<file path="src/design/eeg_test_packet_framer_assert.svh">
// Assertion macros shared by the test packet framer modules.
`ifndef EEG_TEST_PACKET_FRAMER_ASSERT_SVH
`define EEG_TEST_PACKET_FRAMER_ASSERT_SVH

// Checks that the consequent holds in the same cycle as the antecedent.
`define EEG_TPF_ASSERT_NOW(label, pre, post, msg) \
    label: assert property (@(posedge i_clk) disable iff (!i_rst_n) (pre) |-> (post)) \
        else $error(msg);

// Checks that the consequent holds in the cycle after the antecedent.
`define EEG_TPF_ASSERT_NEXT(label, pre, post, msg) \
    label: assert property (@(posedge i_clk) disable iff (!i_rst_n) (pre) |=> (post)) \
        else $error(msg);

`endif

</file>
<file path="src/design/eeg_tpf_pkg.sv">
// Shared types, codes and constants of the test packet framer.
package eeg_tpf_pkg;

    localparam int CHANNELS_DEF = 8;
    localparam int FRAMES_DEF   = 2;
    localparam int MAX_FRAMES   = 2;
    localparam int NEG_FIRST_CH = 4;
    localparam int QUEUE_DEPTH  = 2;

    localparam int SAMPLE_W    = 24;
    localparam int AMP_W       = 23;
    localparam int HP_W        = 8;
    localparam int UNITS_W     = 12;
    localparam int COUNT_W     = 32;
    localparam int CFG_INDEX_W = 3;
    localparam int CFG_DATA_W  = 23;

    localparam logic [7:0] FRAME_HEAD = 8'hA0;
    localparam logic [7:0] FRAME_TAIL = 8'hC0;

    // Command characters: 'b' begin, 's' stop, 'd' stop and sleep.
    localparam logic [7:0] CMD_BEGIN = 8'h62;
    localparam logic [7:0] CMD_STOP  = 8'h73;
    localparam logic [7:0] CMD_SLEEP = 8'h64;

    localparam logic KIND_FRAME   = 1'b0;
    localparam logic KIND_REQUEST = 1'b1;

    localparam logic [CFG_INDEX_W-1:0] CFG_AMPLITUDE      = 3'd0;
    localparam logic [CFG_INDEX_W-1:0] CFG_HALF_PERIOD    = 3'd1;
    localparam logic [CFG_INDEX_W-1:0] CFG_FAST_INTERVAL  = 3'd2;
    localparam logic [CFG_INDEX_W-1:0] CFG_IDLE_INTERVAL  = 3'd3;
    localparam logic [CFG_INDEX_W-1:0] CFG_SLEEP_INTERVAL = 3'd4;

    localparam logic [AMP_W-1:0]   AMPLITUDE_RST      = 23'd4000000;
    localparam logic [HP_W-1:0]    HALF_PERIOD_RST    = 8'd25;
    localparam logic [UNITS_W-1:0] FAST_INTERVAL_RST  = 12'd6;
    localparam logic [UNITS_W-1:0] IDLE_INTERVAL_RST  = 12'd80;
    localparam logic [UNITS_W-1:0] SLEEP_INTERVAL_RST = 12'd800;

    typedef enum logic [1:0] {
        OP_TICK       = 2'd0,
        OP_COMMAND    = 2'd1,
        OP_CONNECT    = 2'd2,
        OP_DISCONNECT = 2'd3
    } t_op;

    typedef enum logic [1:0] {
        FR_IDLE,
        FR_DIV,
        FR_PUSH
    } t_front_state;

    typedef enum logic {
        BK_IDLE,
        BK_FRAME
    } t_back_state;

    // One unit of work for the emitter: an interval request or a whole frame.
    typedef struct packed {
        logic                  is_request;
        logic [UNITS_W-1:0]    units;
        logic [7:0]            seq;
        logic [MAX_FRAMES-1:0] odd;
    } t_job;

endpackage

</file>
<file path="src/design/eeg_tpf_front.sv">
// Front end: accepts input transactions, tracks link state and builds jobs.
`include "eeg_test_packet_framer_assert.svh"

module eeg_tpf_front #(
    parameter int FRAMES_PER_PACKET = eeg_tpf_pkg::FRAMES_DEF
) (
    input  logic                              i_clk,
    input  logic                              i_rst_n,
    input  logic                              i_in_valid,
    output logic                              o_in_ready,
    input  logic [1:0]                        i_operation,
    input  logic [7:0]                        i_command_byte,
    input  logic [eeg_tpf_pkg::HP_W-1:0]      i_half_period,
    input  logic [eeg_tpf_pkg::UNITS_W-1:0]   i_fast_interval,
    input  logic [eeg_tpf_pkg::UNITS_W-1:0]   i_idle_interval,
    input  logic [eeg_tpf_pkg::UNITS_W-1:0]   i_sleep_interval,
    input  logic                              i_q_full,
    output logic                              o_push,
    output eeg_tpf_pkg::t_job                 o_push_job
);

    localparam int CW     = eeg_tpf_pkg::COUNT_W;
    localparam int HW     = eeg_tpf_pkg::HP_W;
    localparam int UW     = eeg_tpf_pkg::UNITS_W;
    localparam int MAXF   = eeg_tpf_pkg::MAX_FRAMES;
    localparam int STEP_W = $clog2(CW);
    localparam logic [STEP_W-1:0] STEP_LAST = STEP_W'(CW - 1);

    eeg_tpf_pkg::t_front_state r_state, n_state;

    logic                         r_link_up, n_link_up;
    logic                         r_streaming_on, n_streaming_on;
    logic [7:0]                   r_frame_sequence, n_frame_sequence;
    logic [CW-1:0]                r_sample_count, n_sample_count;
    logic [STEP_W-1:0]            r_step;
    logic [7:0]                   r_seq_job;
    logic [FRAMES_PER_PACKET-1:0] r_odd;
    logic [CW-1:0]                r_dvd [FRAMES_PER_PACKET];
    logic [HW-1:0]                r_rem [FRAMES_PER_PACKET];

    logic          accept;
    logic          tick_go;
    logic          req_push;
    logic [UW-1:0] req_units;
    logic [HW-1:0] divisor;

    logic [HW:0]                  lane_partial [FRAMES_PER_PACKET];
    logic [HW:0]                  lane_diff    [FRAMES_PER_PACKET];
    logic [FRAMES_PER_PACKET-1:0] lane_ge;
    logic [HW-1:0]                lane_rem     [FRAMES_PER_PACKET];

    assign o_in_ready = (r_state == eeg_tpf_pkg::FR_IDLE) && !i_q_full;
    assign accept     = i_in_valid && o_in_ready;

    // A zero half period counts as one.
    assign divisor = (i_half_period == '0) ? HW'(1) : i_half_period;

    // Classify the accepted transaction and update the link flags.
    always_comb begin
        n_link_up      = r_link_up;
        n_streaming_on = r_streaming_on;
        tick_go        = 1'b0;
        req_push       = 1'b0;
        req_units      = i_fast_interval;
        if (accept) begin
            unique case (eeg_tpf_pkg::t_op'(i_operation))
                eeg_tpf_pkg::OP_TICK: begin
                    tick_go = r_link_up && r_streaming_on;
                end
                eeg_tpf_pkg::OP_COMMAND: begin
                    unique case (i_command_byte)
                        eeg_tpf_pkg::CMD_BEGIN: begin
                            n_streaming_on = 1'b1;
                            req_push       = r_link_up;
                            req_units      = i_fast_interval;
                        end
                        eeg_tpf_pkg::CMD_STOP: begin
                            n_streaming_on = 1'b0;
                            req_push       = r_link_up;
                            req_units      = i_idle_interval;
                        end
                        eeg_tpf_pkg::CMD_SLEEP: begin
                            n_streaming_on = 1'b0;
                            req_push       = r_link_up;
                            req_units      = i_sleep_interval;
                        end
                        default: begin
                        end
                    endcase
                end
                eeg_tpf_pkg::OP_CONNECT: begin
                    n_link_up = 1'b1;
                    req_push  = 1'b1;
                    req_units = i_fast_interval;
                end
                eeg_tpf_pkg::OP_DISCONNECT: begin
                    n_link_up      = 1'b0;
                    n_streaming_on = 1'b0;
                end
                default: begin
                end
            endcase
        end
    end

    assign n_frame_sequence = tick_go ? r_frame_sequence + 8'd1 : r_frame_sequence;
    assign n_sample_count   = tick_go ? r_sample_count + CW'(FRAMES_PER_PACKET)
                                      : r_sample_count;

    always_comb begin
        n_state = r_state;
        unique case (r_state)
            eeg_tpf_pkg::FR_IDLE: begin
                if (tick_go) n_state = eeg_tpf_pkg::FR_DIV;
            end
            eeg_tpf_pkg::FR_DIV: begin
                if (r_step == STEP_LAST) n_state = eeg_tpf_pkg::FR_PUSH;
            end
            eeg_tpf_pkg::FR_PUSH: begin
                if (!i_q_full) n_state = eeg_tpf_pkg::FR_IDLE;
            end
            default: n_state = eeg_tpf_pkg::FR_IDLE;
        endcase
    end

    always_comb begin
        o_push     = 1'b0;
        o_push_job = '0;
        unique case (r_state)
            eeg_tpf_pkg::FR_IDLE: begin
                if (req_push) begin
                    o_push                = 1'b1;
                    o_push_job.is_request = 1'b1;
                    o_push_job.units      = req_units;
                end
            end
            eeg_tpf_pkg::FR_PUSH: begin
                if (!i_q_full) begin
                    o_push                = 1'b1;
                    o_push_job.is_request = 1'b0;
                    o_push_job.seq        = r_seq_job;
                    o_push_job.odd        = MAXF'(r_odd);
                end
            end
            default: begin
            end
        endcase
    end

    always_ff @(posedge i_clk) begin
        if (!i_rst_n) begin
            r_state          <= eeg_tpf_pkg::FR_IDLE;
            r_link_up        <= 1'b0;
            r_streaming_on   <= 1'b0;
            r_frame_sequence <= '0;
            r_sample_count   <= '0;
            r_step           <= '0;
        end else begin
            r_state          <= n_state;
            r_link_up        <= n_link_up;
            r_streaming_on   <= n_streaming_on;
            r_frame_sequence <= n_frame_sequence;
            r_sample_count   <= n_sample_count;
            if (tick_go) begin
                r_step <= '0;
            end else if (r_state == eeg_tpf_pkg::FR_DIV) begin
                r_step <= r_step + 1'b1;
            end
        end
    end

    always_ff @(posedge i_clk) begin
        if (tick_go) r_seq_job <= r_frame_sequence;
    end

    // One restoring divider lane per sample frame. Only the low quotient bit
    // is kept; it is the bit produced by the final step.
    always_comb begin
        for (int g = 0; g < FRAMES_PER_PACKET; g++) begin
            lane_partial[g] = {r_rem[g], r_dvd[g][CW-1]};
            lane_diff[g]    = lane_partial[g] - {1'b0, divisor};
            lane_ge[g]      = lane_partial[g] >= {1'b0, divisor};
            lane_rem[g]     = lane_ge[g] ? lane_diff[g][HW-1:0] : lane_partial[g][HW-1:0];
        end
    end

    always_ff @(posedge i_clk) begin
        for (int g = 0; g < FRAMES_PER_PACKET; g++) begin
            if (tick_go) begin
                r_dvd[g] <= r_sample_count + CW'(g + 1);
                r_rem[g] <= '0;
            end else if (r_state == eeg_tpf_pkg::FR_DIV) begin
                r_dvd[g] <= {r_dvd[g][CW-2:0], 1'b0};
                r_rem[g] <= lane_rem[g];
                r_odd[g] <= lane_ge[g];
            end
        end
    end

    `EEG_TPF_ASSERT_NEXT(a_tick_starts_div, tick_go, (r_state == eeg_tpf_pkg::FR_DIV) && (r_step == '0), "frame tick did not start the divider")
    `EEG_TPF_ASSERT_NOW(a_no_push_while_div, r_state == eeg_tpf_pkg::FR_DIV, !o_push && !o_in_ready, "front pushed or accepted during division")

endmodule

</file>
<file path="src/design/eeg_tpf_queue.sv">
// Short job queue between the front end and the emitter.
`include "eeg_test_packet_framer_assert.svh"

module eeg_tpf_queue #(
    parameter int DEPTH = eeg_tpf_pkg::QUEUE_DEPTH
) (
    input  logic              i_clk,
    input  logic              i_rst_n,
    input  logic              i_push,
    input  eeg_tpf_pkg::t_job i_push_job,
    input  logic              i_pop,
    output eeg_tpf_pkg::t_job o_head_job,
    output logic              o_full,
    output logic              o_empty
);

    localparam int PTR_W = $clog2(DEPTH);
    localparam int CNT_W = $clog2(DEPTH + 1);

    eeg_tpf_pkg::t_job r_mem [DEPTH];
    logic [PTR_W-1:0]  r_wr, r_rd;
    logic [CNT_W-1:0]  r_count;

    assign o_full     = r_count == CNT_W'(DEPTH);
    assign o_empty    = r_count == '0;
    assign o_head_job = r_mem[r_rd];

    always_ff @(posedge i_clk) begin
        if (!i_rst_n) begin
            r_wr    <= '0;
            r_rd    <= '0;
            r_count <= '0;
        end else begin
            if (i_push) r_wr <= (r_wr == PTR_W'(DEPTH - 1)) ? '0 : r_wr + 1'b1;
            if (i_pop)  r_rd <= (r_rd == PTR_W'(DEPTH - 1)) ? '0 : r_rd + 1'b1;
            if (i_push && !i_pop) begin
                r_count <= r_count + 1'b1;
            end else if (i_pop && !i_push) begin
                r_count <= r_count - 1'b1;
            end
        end
    end

    always_ff @(posedge i_clk) begin
        if (i_push) r_mem[r_wr] <= i_push_job;
    end

    `EEG_TPF_ASSERT_NOW(a_no_overflow, i_push, !o_full, "job pushed into a full queue")
    `EEG_TPF_ASSERT_NOW(a_no_underflow, i_pop, !o_empty, "job popped from an empty queue")

endmodule

</file>
<file path="src/design/eeg_tpf_back.sv">
// Emitter: turns queued jobs into output transactions, one byte per cycle while the output accepts them.
`include "eeg_test_packet_framer_assert.svh"

module eeg_tpf_back #(
    parameter int CHANNELS          = eeg_tpf_pkg::CHANNELS_DEF,
    parameter int FRAMES_PER_PACKET = eeg_tpf_pkg::FRAMES_DEF
) (
    input  logic                             i_clk,
    input  logic                             i_rst_n,
    input  logic                             i_q_empty,
    input  eeg_tpf_pkg::t_job                i_q_job,
    output logic                             o_pop,
    input  logic [eeg_tpf_pkg::AMP_W-1:0]    i_amplitude,
    output logic                             o_out_valid,
    input  logic                             i_out_ready,
    output logic                             o_kind,
    output logic [7:0]                       o_data_byte,
    output logic [eeg_tpf_pkg::UNITS_W-1:0]  o_interval_units,
    output logic                             o_last
);

    localparam int SW          = eeg_tpf_pkg::SAMPLE_W;
    localparam int UW          = eeg_tpf_pkg::UNITS_W;
    localparam int MAXF        = eeg_tpf_pkg::MAX_FRAMES;
    localparam int FRAME_BYTES = 4 + 3 * CHANNELS * FRAMES_PER_PACKET;
    localparam int IDX_W       = $clog2(FRAME_BYTES);
    localparam int CH_W        = $clog2(CHANNELS);
    localparam int F_W         = $clog2(MAXF);
    localparam logic [IDX_W-1:0] IDX_SEQ  = IDX_W'(1);
    localparam logic [IDX_W-1:0] IDX_SUM  = IDX_W'(FRAME_BYTES - 2);
    localparam logic [IDX_W-1:0] IDX_TAIL = IDX_W'(FRAME_BYTES - 1);

    eeg_tpf_pkg::t_back_state r_state, n_state;

    logic [IDX_W-1:0] r_idx;
    logic [CH_W-1:0]  r_ch;
    logic [F_W-1:0]   r_f;
    logic [1:0]       r_b;
    logic [7:0]       r_sum;
    logic [7:0]       r_seq;
    logic [MAXF-1:0]  r_odd;

    logic          r_out_valid, r_kind, r_last;
    logic [7:0]    r_data;
    logic [UW-1:0] r_units;
    logic          n_kind, n_last;
    logic [7:0]    n_data;
    logic [UW-1:0] n_units;

    logic          advance;
    logic          out_load;
    logic          start_frame;
    logic          frame_step;
    logic          is_sample;
    logic [SW-1:0] pos, neg, lane_val, smp;
    logic [7:0]    smp_byte, frame_byte;

    assign advance = !r_out_valid || i_out_ready;

    // Square wave sample for the current frame and channel.
    always_comb begin
        pos      = {1'b0, i_amplitude};
        neg      = -pos;
        lane_val = r_odd[r_f] ? neg : pos;
        smp      = (32'(r_ch) >= 32'(eeg_tpf_pkg::NEG_FIRST_CH)) ? -lane_val : lane_val;
        unique case (r_b)
            2'd0:    smp_byte = smp[SW-1:SW-8];
            2'd1:    smp_byte = smp[SW-9:SW-16];
            default: smp_byte = smp[SW-17:0];
        endcase
    end

    always_comb begin
        is_sample  = 1'b0;
        frame_byte = smp_byte;
        if (r_idx == IDX_SEQ) begin
            frame_byte = r_seq;
        end else if (r_idx == IDX_SUM) begin
            frame_byte = r_sum;
        end else if (r_idx == IDX_TAIL) begin
            frame_byte = eeg_tpf_pkg::FRAME_TAIL;
        end else begin
            is_sample = 1'b1;
        end
    end

    always_comb begin
        n_state = r_state;
        unique case (r_state)
            eeg_tpf_pkg::BK_IDLE: begin
                if (advance && !i_q_empty && !i_q_job.is_request) begin
                    n_state = eeg_tpf_pkg::BK_FRAME;
                end
            end
            eeg_tpf_pkg::BK_FRAME: begin
                if (advance && (r_idx == IDX_TAIL)) n_state = eeg_tpf_pkg::BK_IDLE;
            end
            default: n_state = eeg_tpf_pkg::BK_IDLE;
        endcase
    end

    always_comb begin
        o_pop       = 1'b0;
        out_load    = 1'b0;
        start_frame = 1'b0;
        frame_step  = 1'b0;
        n_kind      = eeg_tpf_pkg::KIND_FRAME;
        n_data      = '0;
        n_units     = '0;
        n_last      = 1'b0;
        unique case (r_state)
            eeg_tpf_pkg::BK_IDLE: begin
                if (advance && !i_q_empty) begin
                    o_pop    = 1'b1;
                    out_load = 1'b1;
                    if (i_q_job.is_request) begin
                        n_kind  = eeg_tpf_pkg::KIND_REQUEST;
                        n_units = i_q_job.units;
                        n_last  = 1'b1;
                    end else begin
                        start_frame = 1'b1;
                        n_data      = eeg_tpf_pkg::FRAME_HEAD;
                    end
                end
            end
            eeg_tpf_pkg::BK_FRAME: begin
                if (advance) begin
                    out_load   = 1'b1;
                    frame_step = 1'b1;
                    n_data     = frame_byte;
                    n_last     = r_idx == IDX_TAIL;
                end
            end
            default: begin
            end
        endcase
    end

    always_ff @(posedge i_clk) begin
        if (!i_rst_n) begin
            r_state     <= eeg_tpf_pkg::BK_IDLE;
            r_out_valid <= 1'b0;
        end else begin
            r_state <= n_state;
            if (advance) r_out_valid <= out_load;
        end
    end

    always_ff @(posedge i_clk) begin
        if (out_load) begin
            r_kind  <= n_kind;
            r_data  <= n_data;
            r_units <= n_units;
            r_last  <= n_last;
        end
        if (start_frame) begin
            r_seq <= i_q_job.seq;
            r_odd <= i_q_job.odd;
            r_idx <= IDX_SEQ;
            r_ch  <= '0;
            r_f   <= '0;
            r_b   <= '0;
            r_sum <= '0;
        end else if (frame_step) begin
            r_idx <= r_idx + 1'b1;
            if (is_sample) begin
                r_sum <= r_sum + smp_byte;
                if (r_b == 2'd2) begin
                    r_b <= '0;
                    if (r_ch == CH_W'(CHANNELS - 1)) begin
                        r_ch <= '0;
                        r_f  <= r_f + 1'b1;
                    end else begin
                        r_ch <= r_ch + 1'b1;
                    end
                end else begin
                    r_b <= r_b + 1'b1;
                end
            end
        end
    end

    assign o_out_valid      = r_out_valid;
    assign o_kind           = r_kind;
    assign o_data_byte      = r_data;
    assign o_interval_units = r_units;
    assign o_last           = r_last;

    `EEG_TPF_ASSERT_NOW(a_idx_in_frame, r_state == eeg_tpf_pkg::BK_FRAME, (r_idx != '0) && (32'(r_idx) < 32'(FRAME_BYTES)), "frame byte index out of range")

endmodule

</file>
<file path="src/design/eeg_test_packet_framer.sv">
// Top level of the EEG test packet framer: configuration registers and the job pipeline.

// The framer takes four kinds of input transaction (timer tick, command byte,
// link connect, link disconnect) and produces output transactions that are
// either single connection interval requests or the bytes of a test frame.
// Connect, and the commands 'b', 's' and 'd' while the link is up, give one
// request transaction, marked last. A tick while the link is up and streaming
// is on gives a frame of 4 + 3 * CHANNELS * FRAMES_PER_PACKET bytes (52 with
// the default parameters): 0xA0, the sequence byte, the big-endian 24-bit
// square wave samples, their 8-bit sum, and 0xC0 marked last. Non-tick items
// are accepted back to back, one per cycle, as long as the two-entry job queue
// has room. A frame tick keeps the front end busy while it accepts the tick,
// runs the bit-serial divider that finds which half period each sample falls
// in, and queues the job, waiting while the queue is full. The emitter sends
// one byte per cycle while the output is ready, and it runs while the front
// end takes the next transactions. The output is registered, so a stalled
// output never blocks the input side until the queue fills. Configuration
// writes are always accepted and must only be issued while the block is idle.
module eeg_test_packet_framer #(
    parameter int CHANNELS          = eeg_tpf_pkg::CHANNELS_DEF,
    parameter int FRAMES_PER_PACKET = eeg_tpf_pkg::FRAMES_DEF
) (
    input  logic                                  i_clk,
    input  logic                                  i_rst_n,
    // Input item channel.
    input  logic                                  i_in_valid,
    output logic                                  o_in_ready,
    input  logic [1:0]                            i_operation,
    input  logic [7:0]                            i_command_byte,
    // Result channel.
    output logic                                  o_out_valid,
    input  logic                                  i_out_ready,
    output logic                                  o_kind,
    output logic [7:0]                            o_data_byte,
    output logic [eeg_tpf_pkg::UNITS_W-1:0]       o_interval_units,
    output logic                                  o_last,
    // Configuration write channel.
    input  logic                                  i_cfg_valid,
    output logic                                  o_cfg_ready,
    input  logic [eeg_tpf_pkg::CFG_INDEX_W-1:0]   i_cfg_index,
    input  logic [eeg_tpf_pkg::CFG_DATA_W-1:0]    i_cfg_data
);

    localparam int UW = eeg_tpf_pkg::UNITS_W;

    // Configuration registers, read live by both halves of the pipeline; this is
    // safe only if the user writes them while idle, which the block does not enforce.
    logic [eeg_tpf_pkg::AMP_W-1:0] r_amplitude;
    logic [eeg_tpf_pkg::HP_W-1:0]  r_half_period;
    logic [UW-1:0]                 r_fast_interval;
    logic [UW-1:0]                 r_idle_interval;
    logic [UW-1:0]                 r_sleep_interval;

    logic              q_push, q_pop, q_full, q_empty;
    eeg_tpf_pkg::t_job push_job, head_job;

    assign o_cfg_ready = 1'b1;

    // A write to an index beyond the register list is accepted and dropped.
    always_ff @(posedge i_clk) begin
        if (!i_rst_n) begin
            r_amplitude      <= eeg_tpf_pkg::AMPLITUDE_RST;
            r_half_period    <= eeg_tpf_pkg::HALF_PERIOD_RST;
            r_fast_interval  <= eeg_tpf_pkg::FAST_INTERVAL_RST;
            r_idle_interval  <= eeg_tpf_pkg::IDLE_INTERVAL_RST;
            r_sleep_interval <= eeg_tpf_pkg::SLEEP_INTERVAL_RST;
        end else if (i_cfg_valid && o_cfg_ready) begin
            unique case (i_cfg_index)
                eeg_tpf_pkg::CFG_AMPLITUDE:      r_amplitude      <= i_cfg_data;
                eeg_tpf_pkg::CFG_HALF_PERIOD:    r_half_period    <= i_cfg_data[7:0];
                eeg_tpf_pkg::CFG_FAST_INTERVAL:  r_fast_interval  <= i_cfg_data[UW-1:0];
                eeg_tpf_pkg::CFG_IDLE_INTERVAL:  r_idle_interval  <= i_cfg_data[UW-1:0];
                eeg_tpf_pkg::CFG_SLEEP_INTERVAL: r_sleep_interval <= i_cfg_data[UW-1:0];
                default: begin
                end
            endcase
        end
    end

    // The front end owns the link, streaming, sequence and sample state and
    // hands finished jobs to the queue in transaction order.
    eeg_tpf_front #(
        .FRAMES_PER_PACKET (FRAMES_PER_PACKET)
    ) u_front (
        .i_clk            (i_clk),
        .i_rst_n          (i_rst_n),
        .i_in_valid       (i_in_valid),
        .o_in_ready       (o_in_ready),
        .i_operation      (i_operation),
        .i_command_byte   (i_command_byte),
        .i_half_period    (r_half_period),
        .i_fast_interval  (r_fast_interval),
        .i_idle_interval  (r_idle_interval),
        .i_sleep_interval (r_sleep_interval),
        .i_q_full         (q_full),
        .o_push           (q_push),
        .o_push_job       (push_job)
    );

    eeg_tpf_queue #(
        .DEPTH (eeg_tpf_pkg::QUEUE_DEPTH)
    ) u_queue (
        .i_clk      (i_clk),
        .i_rst_n    (i_rst_n),
        .i_push     (q_push),
        .i_push_job (push_job),
        .i_pop      (q_pop),
        .o_head_job (head_job),
        .o_full     (q_full),
        .o_empty    (q_empty)
    );

    // The emitter drains jobs and serializes frames into the output register.
    eeg_tpf_back #(
        .CHANNELS          (CHANNELS),
        .FRAMES_PER_PACKET (FRAMES_PER_PACKET)
    ) u_back (
        .i_clk            (i_clk),
        .i_rst_n          (i_rst_n),
        .i_q_empty        (q_empty),
        .i_q_job          (head_job),
        .o_pop            (q_pop),
        .i_amplitude      (r_amplitude),
        .o_out_valid      (o_out_valid),
        .i_out_ready      (i_out_ready),
        .o_kind           (o_kind),
        .o_data_byte      (o_data_byte),
        .o_interval_units (o_interval_units),
        .o_last           (o_last)
    );

endmodule
</file>
<file path="config.mk">
export PLATFORM = sky130hd
export DESIGN_NAME = eeg_test_packet_framer
export DESIGN_NICKNAME = d
export VERILOG_FILES = /design/src/design/eeg_tpf_pkg.sv /design/src/design/eeg_tpf_front.sv /design/src/design/eeg_tpf_queue.sv /design/src/design/eeg_tpf_back.sv /design/src/design/eeg_test_packet_framer.sv
export VERILOG_INCLUDE_DIRS = /design/src /design/src/design
export SDC_FILE = /design/constraint.sdc
export NUM_CORES = 1
export LEC_CHECK = 0
export BUFFER_PORTS_ARGS = -buffer_cell sky130_fd_sc_hd__buf_2
export CORE_ASPECT_RATIO = 0.9
export CORE_MARGIN = 2
export CORE_UTILIZATION = 25
export DETAILED_ROUTE_END_ITERATION = 10
export REMOVE_ABC_BUFFERS = 1
export SLEW_MARGIN = 30
export SYNTH_ARGS = -nofsm -noshare
export SYNTH_HDL_FRONTEND = slang
export SYNTH_SLANG_ARGS = --single-unit
</file>
<file path="constraint.sdc">
create_clock -name i_clk -period 12.6 [get_ports i_clk]
set_clock_uncertainty 0.15 [all_clocks]
set_input_delay 0.63 -clock i_clk [delete_from_list [all_inputs] [get_ports i_clk]]
set_output_delay 0.63 -clock i_clk [all_outputs]
set_load 0.02 [all_outputs]
</file>
==> results_dict.tcl, run 1 <==
set metrics [dict create \
    io_buffers 64 \
    required_ns 12.86 \
    hold_path_end "r_amplitude[21]" \
    finalCriticalPeriod_ns 5.48 \
    netlist_instances 1638 \
    final_common_cell "nand2_1" \
    setup_violations 0 \
    yosysTopAreaCell "edfxtp_1" \
    hold_start "i_cfg_data[21]" \
    start_kind "flop" \
    crit_top_cell "a21oi_1" \
    ys_seq_area_frac 0.502 \
    r2r-end "u_back.r_sum[7]" \
    rsz0062_at_grt "no" \
    clock_sinks 309 \
    synth_area_sq_mm 0.0156 \
    worstPathMaxFanout 10 \
    grt_start_max_net_pins 104 \
    rrSetupSlack_ns 7.12 \
    grt.total_usage 0.117 \
    powerDensity_mw_per_mm2 158 \
    dp_hpwl_mm 25.3 \
    dieArea_sq_mm 0.0646 \
    status "finished clean" \
    synthFlopType "edfxtp_1" \
    grt_pass1_wl_mm 60.9 \
    antenna_left 0 \
    synth_seq_cells 309 \
    drt-pass1-iter-count 5 \
    yosys_warnings 0 \
    synth_edf_count 167 \
    hold_viol 0 \
    slew_headroom 0.386 \
    row_count 86 \
    setup_ws_ns 7.12 \
    holdBufCountCts 0 \
    cts-root-buf "clkbuf_16" \
    max_stage_delay_ns 0.48 \
    vdd_drop_max_uv 94.3 \
    cts_htree_levels 2 \
    nets 1740 \
    vias 11500 \
    drt_iter0_drc 860 \
    maxCapViolCount 0 \
    clock.fmax_ghz 0.182 \
    whs_path_depth 3 \
    antenna_found_initial 3 \
    cts.clk_slew.worst_paths_ns 0.06 \
    power.leakage_nw 6.25 \
    gr-total-overflow 0 \
    syn_avg_cell_area_sq_um 9.55 \
    cts_resized 0 \
    fin_util 0.290 \
    clock_latency_ns 0.53 \
    synth_cell_types 84 \
    hold_path_class "in -> reg" \
    post_cts_buffers 0 \
    slew_viol_final 0 \
    start_util 0.254 \
    synth-async-reset-ratio 0 \
    routed_wl_mm 37.5 \
    io_pins 66 \
    p_total_mw 2.81 \
    regToRegStartpoint "r_amplitude[0]" \
    avgViaCountPerCell 4.59 \
    period_share 0.435 \
    worstRegToRegCells 21 \
    wl_per_cell_um 14.9 \
    cp_cell_sequence "inv_1, ha_1, nor4b_4, a21oi_1, nor4_1, o211ai_1, or2_1, or3_1, o41ai_1, o41ai_2, ha_1, a21o_1, a21oi_1, o21bai_1, a21oi_1, o21bai_1, a21oi_1, nor3b_1, mux2i_1, o311ai_1, or2_1" \
    numCtsBuffers 34 \
    drive_above_1_share 0.105 \
    endpoint_kind "flop" \
    syn_to_final_growth_pct 14.0 \
    dp_slack_ns 7.24 \
    synth_area_leaders "edfxtp_1 (32%), dfxtp_1 (18%), nand2_1 (8.3%), xnor2_1 (4.2%), ha_1 (3.2%)" \
    n_fill_cell 6489 \
    setup_tns_ns 0 \
    worst_pin_slew_ns 0.920 \
    cpMaxStageDelayCell "nor4b_4" \
    mostFrequentLayoutCells "nand2_1 (345), edfxtp_1 (167), dfxtp_1 (142)" \
    critPathKind "reg -> reg" \
    core_region_area_sq_mm 0.0615 \
    critical_path_arrival_ns 5.74 \
    die_x_um 268 \
    drc 0 \
    routabilityCongestion 0.847 \
    first_global_vias 11300 \
    clockBufferDepth 3 \
    yosys.area.top_type_share 0.320 \
    die_h_um 241 \
    cts_tree "done" \
]
[registers in the layout, indices dropped and copies added (netlist names), 12 cells and up, named ones only]
signal / count
r_fast_interval: 12
u_front.r_rem: 16
u_front.r_sample_count: 31
u_queue.r_mem: 46
u_back.o_interval_units: 12
u_front.r_dvd: 63
r_amplitude: 23
r_idle_interval: 12
r_sleep_interval: 12
[cell type report]
class | count | area, sq um | share of cell area
Tap cell | 836 | 1050 | 0.0586
Antenna cell | 1 | 2.50 | 0.000140
Timing Repair Buffer | 76 | 437 | 0.0245
Sequential cell | 309 | 7860 | 0.440
Clock buffer | 50 | 952 | 0.0534
Clock inverter | 11 | 111 | 0.00624
Multi-Input combinational cell | 1195 | 7290 | 0.409
Inverter | 40 | 150 | 0.00841
[how the worst max path moves through the flow]
stage                   start               to  slack, ns  depth (start not counted)
3_5_place_dp   r_amplitude[0]  u_back.r_sum[7]       7.24                         21
5_1_grt        r_amplitude[0]  u_back.r_sum[7]       6.56                         21
3_3_place_gp   r_amplitude[0]  u_back.r_sum[7]       7.42                         21
2_1_floorplan  r_amplitude[8]  u_back.r_sum[7]       7.98                         19
6_report       r_amplitude[0]  u_back.r_sum[7]       7.12                         21
4_1_cts        r_amplitude[0]  u_back.r_sum[7]       7.22                         21
[power by group]
group	switching (mW)	leakage (nW)	internal, mW	total [mW]
registers	0.0594	2.59	1.16	1.22
clock network	0.417	0.514	0.552	0.969
logic	0.399	3.15	0.226	0.625
[synth_stat cells, types with 12 or more instances]
cell type,number
xor2_1,34
or3_1,16
nor2_1,121
dfxtp_1,142
nor3_1,25
ha_1,40
and2_1,51
nand2_1,347
a22oi_1,13
a211oi_1,20
and3_1,19
xnor2_1,75
nand2b_1,12
mux2i_1,27
a21oi_1,38
nand3_1,46
clkbuf_1,74
o21ai_0,76
a21boi_0,66
inv_1,40
mux2_2,14
edfxtp_1,167
nand4_1,17
[worst max-delay path, delay by kind of cell (launching register included)]
family,cells,cell delay (ns)
and+or+nand+nor,6,2.07
AOI/OAI and AO/OA,11,1.94
adders and majority gates,2,0.54
DFF,1,0.40
muxes,1,0.19
buffers and inverters,1,0.09
[metrics by stage]
stage / cell area, sq um / std cells / hold slack [ns]
2_1_floorplan: 15300 / 1544 / 0.279
3_3_place_gp: 16700 / 2455 / 0.290
3_5_place_dp: 16700 / 2455 / 0.309
4_1_cts: 17800 / 2516 / 0.148
5_1_grt: 17800 / 2517 / 0.156
6_report: 17800 / 2518 / 0.167
[routing by layer]
layer / global-route usage / routed length [um] / up-vias
met2: 0.188 / 16800 / 219
met4: 0.0259 / 552 / 0
li1: - / - / 5751
met5: 0 / 0 / -
met3: 0.0213 / 1910 / 43
met1: 0.163 / 18200 / 5536
[cells by family (layout without fill, tap and decap cells)]
logic type,Yosys count,after routing,synth area share
compound gates,281,281,0.124
xor+xnor,110,110,0.0620
fa+ha+maj,43,43,0.0358
buf+inv,134,177,0.0344
flops,309,309,0.502
mux,41,41,0.0273
other cells,1,2,0.000240
simple gates,719,719,0.214
No activity file was read; power rests on OpenSTA's default activity.
==> run 2: changes to the inputs <==
==> constraint.sdc (replaced) <==
create_clock -name i_clk -period 4.7 [get_ports i_clk]
set_clock_uncertainty 0.15 [all_clocks]
set_input_delay 0.235 -clock i_clk [delete_from_list [all_inputs] [get_ports i_clk]]
set_output_delay 0.235 -clock i_clk [all_outputs]
set_load 0.02 [all_outputs]
==> run 2 against run 1 <==
Compared with the run above: power grew to 2.8 times the previous value; wire length is 1.0% higher; global-route usage barely moved; worst setup slack worse by 6.9 ns; sequential share of layout area down 2.1 points; critical path depth fell by 2; flip-flop and latch count is the same; largest cell class unchanged; worst hold slack lost 0.11 ns; first-iteration DRC count shrank 2.4%.
==> results_dict.tcl, run 2 (synthesis gave the netlist of run 1 again) <==
set metrics [dict create \
    hold_path_class "in -> reg" \
    nets 1827 \
    endpoint_kind "flop" \
    start_kind "flop" \
    hold_viol 0 \
    cp_cell_sequence "or4_4, buf_6, o41ai_4, xnor2_2, or3_4, o31ai_4, xnor2_1, a221oi_2, ha_1, a21o_1, a21oi_2, o21bai_1, a21oi_2, o21bai_1, a21oi_2, nor3b_1, mux2i_1, o311ai_1, or2_1" \
    grt_start_max_net_pins 62 \
    cts_htree_levels 2 \
    finalCriticalPeriod_ns 4.53 \
    layout.area.seq_sq_mm 0.00786 \
    vias 12000 \
    regToRegStartpoint "r_amplitude[9]" \
    syn_to_final_growth_pct 19.7 \
    die_h_um 241 \
    routabilityCongestion 0.857 \
    n_fill_cell 6411 \
    gr-total-overflow 0 \
    clock_sinks 309 \
    avgViaCountPerCell 4.60 \
    max_stage_delay_ns 0.54 \
    period_share 0.963 \
    status "finished clean" \
    cpMaxStageDelayCell "or4_4" \
    antenna_left 0 \
    start_util 0.254 \
    worstPathMaxFanout 4 \
    io_pins 66 \
    rsz0062_at_grt "yes" \
    clock.fmax_ghz 0.221 \
    slew_viol_final 0 \
    final_common_cell "nand2_1" \
    drt-pass1-iter-count 5 \
    regMostFlops "u_front.r_dvd" \
    numCtsBuffers 35 \
    maxCapViolCount 0 \
    row_count 86 \
    drive_above_1_share 0.149 \
    powerDensity_mw_per_mm2 414 \
    clockBufferDepth 3 \
    required_ns 4.96 \
    routed_wl_mm 37.8 \
    cts-root-buf "clkbuf_16" \
    critical_path_arrival_ns 4.79 \
    setup_ws_ns 0.174 \
    clkPwrFrac 0.335 \
    vdd_drop_max_uv 222 \
    dieArea_sq_mm 0.0646 \
    drc 0 \
    finalInstanceArea_sq_mm 0.0187 \
    die_x_um 268 \
    wl_per_cell_um 14.5 \
    cp-startpoint "r_amplitude[9]" \
    core_region_area_sq_mm 0.0615 \
    cts_tree "done" \
    dp_hpwl_mm 26.1 \
    drt_iter0_drc 839 \
    switching_power_mw 2.41 \
    critPathKind "reg -> reg" \
    slew_headroom 0.378 \
    io_buffers 64 \
    cp_top_family "compound AO/OA/AOI/OAI gates" \
    mostFrequentLayoutCells "nand2_1 (345), edfxtp_1 (167), dfxtp_1 (139)" \
    crit_top_cell "a21oi_2" \
    power.leakage_nw 6.70 \
    worst_pin_slew_ns 0.933 \
    hold_start "i_operation[0]" \
    placed_area_sq_mm 0.0172 \
    swShare 0.310 \
    top_regs "u_front.r_dvd x63, u_queue.r_mem x46, u_front.r_sample_count x31" \
    cts.clk_slew.worst_paths_ns 0.06 \
    seqPwrFrac 0.421 \
    critPathBufInv 1 \
    dp_slack_ns -0.195 \
    largest_reg_flops 63 \
    combPwrFrac 0.244 \
    multi_input_area_sq_mm 0.00743 \
    first_global_vias 11800 \
    clock_latency_ns 0.54 \
    grt_pass1_wl_mm 61.4 \
    power.internal_mw 5.36 \
    antenna_found_initial 2 \
    grt.total_usage 0.117 \
    setup_violations 0 \
]
-- run 2: cell count changes in the layout (fill, tap and decap cells not counted), sizes merged --
cell | before | now
buf | 76 | 137
bufinv | 1 | 0
clkbuf | 50 | 47
clkinv | 5 | 13
clkinvlp | 2 | 1
dlygate4sd3 | 0 | 25
-- run 2: area by class of cell --
| class | instances | area share |
|---|---|---|
| tap | 836 | 0.0558 |
| clock inverter | 17 | 0.00581 |
| timing repair buffer | 162 | 0.0614 |
| multi-input combinational | 1195 | 0.397 |
| inverter | 40 | 0.00801 |
| sequential | 309 | 0.420 |
| antenna | 1 | 0.000134 |
| clock buffer | 47 | 0.0524 |
-- run 2: layer usage --
metal / vias up / GRT usage / routed length (um)
li1: 5920 / - / -
met1: 5770 / 0.160 / 18000
met2: 246 / 0.190 / 17200
met3: 57 / 0.0195 / 1760
met4: 2 / 0.0349 / 841
met5: - / 0 / 13
-- run 2: stage by stage --
| step | setup TNS [ns] | hold WS (ns) | power (mW) | utilization | instances |
|---|---|---|---|---|---|
| detailed placement | -0.195 | 0.307 | 5.12 | 0.279 | 2515 |
| floorplan | 0 | 0.157 | 4.45 | - | 1544 |
| CTS | 0 | 0.0374 | 7.78 | 0.302 | 2604 |
| global placement | -0.0458 | 0.291 | 5.09 | 0.279 | 2515 |
| finish | 0 | 0.0575 | 7.76 | 0.304 | 2607 |
| global route | -0.112 | 0.0674 | 8.15 | 0.304 | 2606 |
-- run 2: timing repair --
| item | CTS | global route |
|---|---|---|
| hold buffers | 25 | 0 |
| setup buffers | 0 | 2 |
| pin swaps | 0 | 20 |
| resized for setup | 4 | 31 |
| setup endpoints to repair | 1 | 2 |
| hold endpoints to repair | 69 | 0 |
-- run 2: power groups by stage --
stage	Clock [mW]	Combinational [mW]	Sequential, mW
after floorplan	0	1.01	3.43
after global placement	0	1.77	3.32
after detailed placement	0	1.80	3.33
after CTS	2.68	1.84	3.27
after global routing	2.78	2.07	3.30
final	2.60	1.90	3.27
-- run 2: final timing paths --
kind / endpoint / slack, ns / depth (start not counted)
setup / recovery: u_back.r_sum[7] / 0.17 / 19
hold / removal: u_front.r_link_up / 0.06 / 5
setup reg to reg: u_back.r_sum[7] / 0.17 / 19
hold reg to reg: r_idle_interval[11] / 0.31 / 2
-- run 2: worst reg2reg max path: stages, from the launching register on --
cell,delay [ns]
dfxtp_1,0.31
or4_4,0.54
buf_6,0.14
o41ai_4,0.38
xnor2_2,0.15
or3_4,0.43
o31ai_4,0.18
xnor2_1,0.11
a221oi_2,0.29
ha_1,0.29
a21o_1,0.18
a21oi_2,0.13
o21bai_1,0.10
a21oi_2,0.15
o21bai_1,0.10
a21oi_2,0.22
nor3b_1,0.08
mux2i_1,0.16
o311ai_1,0.12
or2_1,0.22
